--- src/rtl/fle_ram.sv ---
// Generic single-write, single-read synchronous RAM with registered read.
// No dependencies.
`default_nettype none

module fle_ram #(
	parameter int WIDTH = 8,
	parameter int DEPTH = 256
) (
	input  wire logic                     clk,
	input  wire logic                     we,
	input  wire logic [$clog2(DEPTH)-1:0] waddr,
	input  wire logic [WIDTH-1:0]         wdata,
	input  wire logic                     re,
	input  wire logic [$clog2(DEPTH)-1:0] raddr,
	output logic      [WIDTH-1:0]         rdata
);

	logic [WIDTH-1:0] mem [DEPTH];

	// Write port
	always_ff @(posedge clk) begin
		if (we) begin
			mem[waddr] <= wdata;
		end
	end

	// Registered read; data holds while no read is issued
	always_ff @(posedge clk) begin
		if (re) begin
			rdata <= mem[raddr];
		end
	end

endmodule

`default_nettype wire

--- config.mk ---
export PLATFORM = sky130hd
export DESIGN_NAME = fle_ram
export DESIGN_NICKNAME = d
export VERILOG_FILES = /design/src/rtl/fle_ram.sv
export SDC_FILE = /design/constraint.sdc
export NUM_CORES = 2
export LEC_CHECK = 0
export BUFFER_PORTS_ARGS = -buffer_cell sky130_fd_sc_hd__buf_4
export CELL_PAD_IN_SITES_DETAIL_PLACEMENT = 0
export CELL_PAD_IN_SITES_GLOBAL_PLACEMENT = 2
export CORE_ASPECT_RATIO = 1.25
export CORE_MARGIN = 2
export CORE_UTILIZATION = 35
export DETAILED_ROUTE_END_ITERATION = 16
export HOLD_SLACK_MARGIN = 0.02
export PLACE_DENSITY_LB_ADDON = 0.1
export SETUP_SLACK_MARGIN = 0.4
export SYNTH_ARGS = -nofsm -noshare
export SYNTH_HDL_FRONTEND = slang
export SYNTH_SLANG_ARGS = --single-unit
--- constraint.sdc ---
create_clock -name clk -period 3 [get_ports clk]
set_input_delay 0.15 -clock clk [delete_from_list [all_inputs] [get_ports clk]]
set_output_delay 0.15 -clock clk [all_outputs]
set_load 0.05 [all_outputs]
---- After elaboration in Yosys (flattened, before gate mapping) ----
Memories as Yosys holds them, arrays and structs flattened. A register that Yosys moved wholly into a read port is not among the register bits.
Index checks and enable logic that the tools add are counted.
storage, ports and cells
  RAM bits ................................ 2048
  output and inout port bits .............. 8
  input bits .............................. 27
  register bits ........................... 0
  memories kept ........................... 1
memories
  name  words  width  read ports  clocked after Yosys merged registers in  wr ports  RTL line  source
  mem   256    8      1           1                                        1         18        logic [WIDTH-1:0] mem [DEPTH];
cells by class
  mux-type cells .......................... 2
operators by type and width
  kind              number
  2-to-1 mux 1 bit  2

---- Depth between registers and ports, before layout ----
  depth after elaboration ................. 2
  mapped depth ............................ 11
  depth with buffers taken out ............ 6

---- Worst setup path after synthesis ----
OpenSTA, ideal clock, no wires.
  path kind ............................... input port to flip-flop
  start ................................... input raddr[0]
  end ..................................... register rdata[2], read port of mem (data pin)
  data arrival time ....................... 1.957 ns
  path buffers ............................ 4
  stages on the path ...................... 9
  required time ........................... 2.731 ns
  path slack .............................. 0.774 ns
  cell sequence ........................... buf_6 > buf_12 > buf_8 > buf_2 > mux4_2 > a22oi_1 > a21oi_1 > nor4_1 > nor4_2
RTL lines
  element      RTL line  source
  from (decl)  14        input wire logic [$clog2(DEPTH)-1:0] raddr,
  to (decl)    15        output logic [WIDTH-1:0] rdata

==> flow_summary_export.csv <==
group,metric,value,unit
outcome,status,"finished clean",
yosys,synth_area,79600,sq um
worst_setup_path,r2r_start,"mem[101][1]$_DFFE_PP_",
layout,final_common_cell,"edfxtp_1",
timing,skew,36.7,ps
grt,grt_pass1_vias,41500,
yosys,async_flop_share,0,
routing,drt_iter0_markers,3382,
die,start_util,0.352,
layout,post-route-util,0.419,
die,dieArea,231000,sq um
die,num_rows,195,
place,post-place-ws,-674,ps
place,place.gp.congestion,0.773,
clocking,h-tree-depth,4,
layout,drive_gt1_frac,0.314,
worst_setup_path,r2r-end,"rdata[1]$_DFFE_PP_",
yosys,synth_top_area_frac,0.775,
routing,wl_per_cell,31.1,um
yosys,synth.distinct_cells,54,
routing,drcViolationCount,0,
clocking,cts_num_sinks,2056,
worst_setup_path,crit_arrival,3120,ps
yosys,ys.flop_type,"edfxtp_1",
clocking,clk_latency,870,ps
timing,finalCriticalPeriod,2530,ps
yosys,synthCells,3733,
layout,design_area,94700,sq um
min_path,whs_path_depth,4,
layout,register_area,61700,sq um
grt,grt_start_max_net_pins,99,
timing,maxSlewHeadroom,0.341,
timing,hold_viol,0,
worst_setup_path,endpoint_kind,"flop",
layout,multi_input_area,16600,sq um
routing,ant_nets,0,
worst_setup_path,crit_fanout,1,
yosys,synth-seq-cells,2056,
grt,grt_pass1_wl,328000,um
yosys,synth_edf_count,2056,
layout,fillers,19900,
worst_setup_path,worstSetupPathType,"reg -> reg",
clocking,clock_path_buffers,4,
worst_setup_path,worst-r2r-setup-slack,470,ps
grt,grt_overflow,0,
timing,max_freq,396,MHz
timing,setup_violations,0,
yosys,avgSynthCellArea,21.3,sq um
min_path,whs_endpoint,"mem[216][1]$_DFFE_PP_",
worst_setup_path,r2r.worst_path.cells,8,
yosys,synth_warnings,0,
place,place_inst,7099,
grt,grt_antenna_before_repair,15,
layout,final_cell_mix,"edfxtp_1, buf_4, mux4_2, nor2_1, clkbuf_16",
layout,area_growth,18.9,%
pwr,p_total,61.0,mW
routing,drt-vias-per-instance,5.30,
timing,setup_ws,473,ps
layout,stdcell_count,7504,
place,io_buffers,34,
timing,holdWs,189,ps
run,drv_cap,0,
yosys,synth.top_cells.by_area,"edfxtp_1, mux4_2, mux2i_1, nor2_1, a22oi_1",
timing,rsz0062_at_grt,"no",
clocking,clockRootBuffer,"clkbuf_16",
pwr,ir_drop,0.000641,V
grt,grt_usage,0.201,
worst_setup_path,required,3590,ps
min_path,hp-start,"we",
die,design.core.area,226000,sq um
die,ioPinCount,35,
worst_setup_path,worst_setup_path_start_kind,"flop",
pwr,power.leakage,30.2,nW
min_path,hp-class,"in -> reg",
layout,fin_nets,4409,
clocking,numCtsBuffers,218,
timing,fin_setup_tns,0,ps
yosys,ys_seq_area_frac,0.775,
clocking,cts.clk_slew.worst_paths,60,ps
routing,via_count,39800,
place,dpl.hpwl,152000,um
routing,wirelength,233000,um
timing,worst_pin_slew,988,ps
yosys,syn-num-nets,3760,
timing,finalMaxSlewViolations,0,
place,dpl_cell_area,87800,sq um
die,die_h,537,um
yosys,yosysTopAreaCell,"edfxtp_1",
clocking,cts_tree,"yes",
timing,period_share,0.842,
routing,drtPass1Iterations,5,
pwr,power_per_cell_area,644,nW/um^2
die,fp.dieW,431,um
[layer usage]
metal  part of all wire  wire length (um)  global-route usage  vias up
met3              0.037              8690              0.0229      286
met1               0.42             98600               0.265    21600
met5            0.00010                24                   0        -
li1                   -                 -                   -    17000
met2               0.52            122000               0.358      872
met4              0.019              4420              0.0441        4
[cell usage after synthesis, drive strengths merged, types with 27 or more instances]
cell type / instances
a21oi: 96
a22oi: 133
buf: 122
clkbuf: 111
edfxtp: 2056
mux2i: 134
mux4: 456
nand2: 33
nand3: 34
nor2: 282
nor2b: 31
nor4: 27
o221ai: 47
o22ai: 28
[worst max-delay path: stages (launching register included)]
cell and delay [ps]:
edfxtp_1 360, mux4_2 460, nor2b_1 140, a211oi_1 310
buf_4 190, nor3_1 90, nor4_2 460, buf_4 210
nor4_1 50
[how the worst max path moves through the flow]
stage	start	to	slack, ps
6_report	mem[101][1]$_DFFE_PP_	rdata[1]$_DFFE_PP_	470
5_1_grt	mem[24][5]$_DFFE_PP_	rdata[5]$_DFFE_PP_	410
4_1_cts	mem[83][4]$_DFFE_PP_	rdata[4]$_DFFE_PP_	310
3_5_place_dp	raddr[0]	rdata[4]$_DFFE_PP_	-670
3_3_place_gp	raddr[0]	rdata[4]$_DFFE_PP_	-690
2_1_floorplan	raddr[0]	rdata[2]$_DFFE_PP_	770
[cells by family (layout without fill, tap and decap cells)]
kind of cell	Yosys count	after routing	share of synthesized area
mux	591	591	0.146
flops	2056	2056	0.775
simple gates	466	466	0.0263
buf+inv	235	1049	0.0183
compound gates	385	385	0.0342
other cells	0	2	0
[sequential cells by signal, summed over array words and instances (netlist names)]
signal	flops
mem	2048
rdata	8
[where the power goes]
part / switching [mW] / internal, mW / leakage, nW
Clock: 11.1 / 14.7 / 3.26
Sequential: 0.0480 / 31.7 / 18.5
Combinational: 2.15 / 1.30 / 8.49
Total: 13.3 / 47.7 / 30.2
[cell type report]
type / count / area share
sequential: 2056 / 0.652
timing repair buffer: 662 / 0.0632
multi-input combinational: 1442 / 0.176
inverter: 2 / 0.0000793
clock inverter: 119 / 0.0101
tap: 2955 / 0.0390
clock buffer: 266 / 0.0602
antenna: 2 / 0.0000528
[repair_timing]
action                                  4_1_cts  5_1_grt
setup buffers                                 0        0
hold endpoints to repair                    980        0
gates resized for setup                       8        1
hold buffers                                 18        0
pin swaps                                     1        3
endpoints found under the setup margin        5        3
Note: power is estimated with default switching activity, not from simulation.
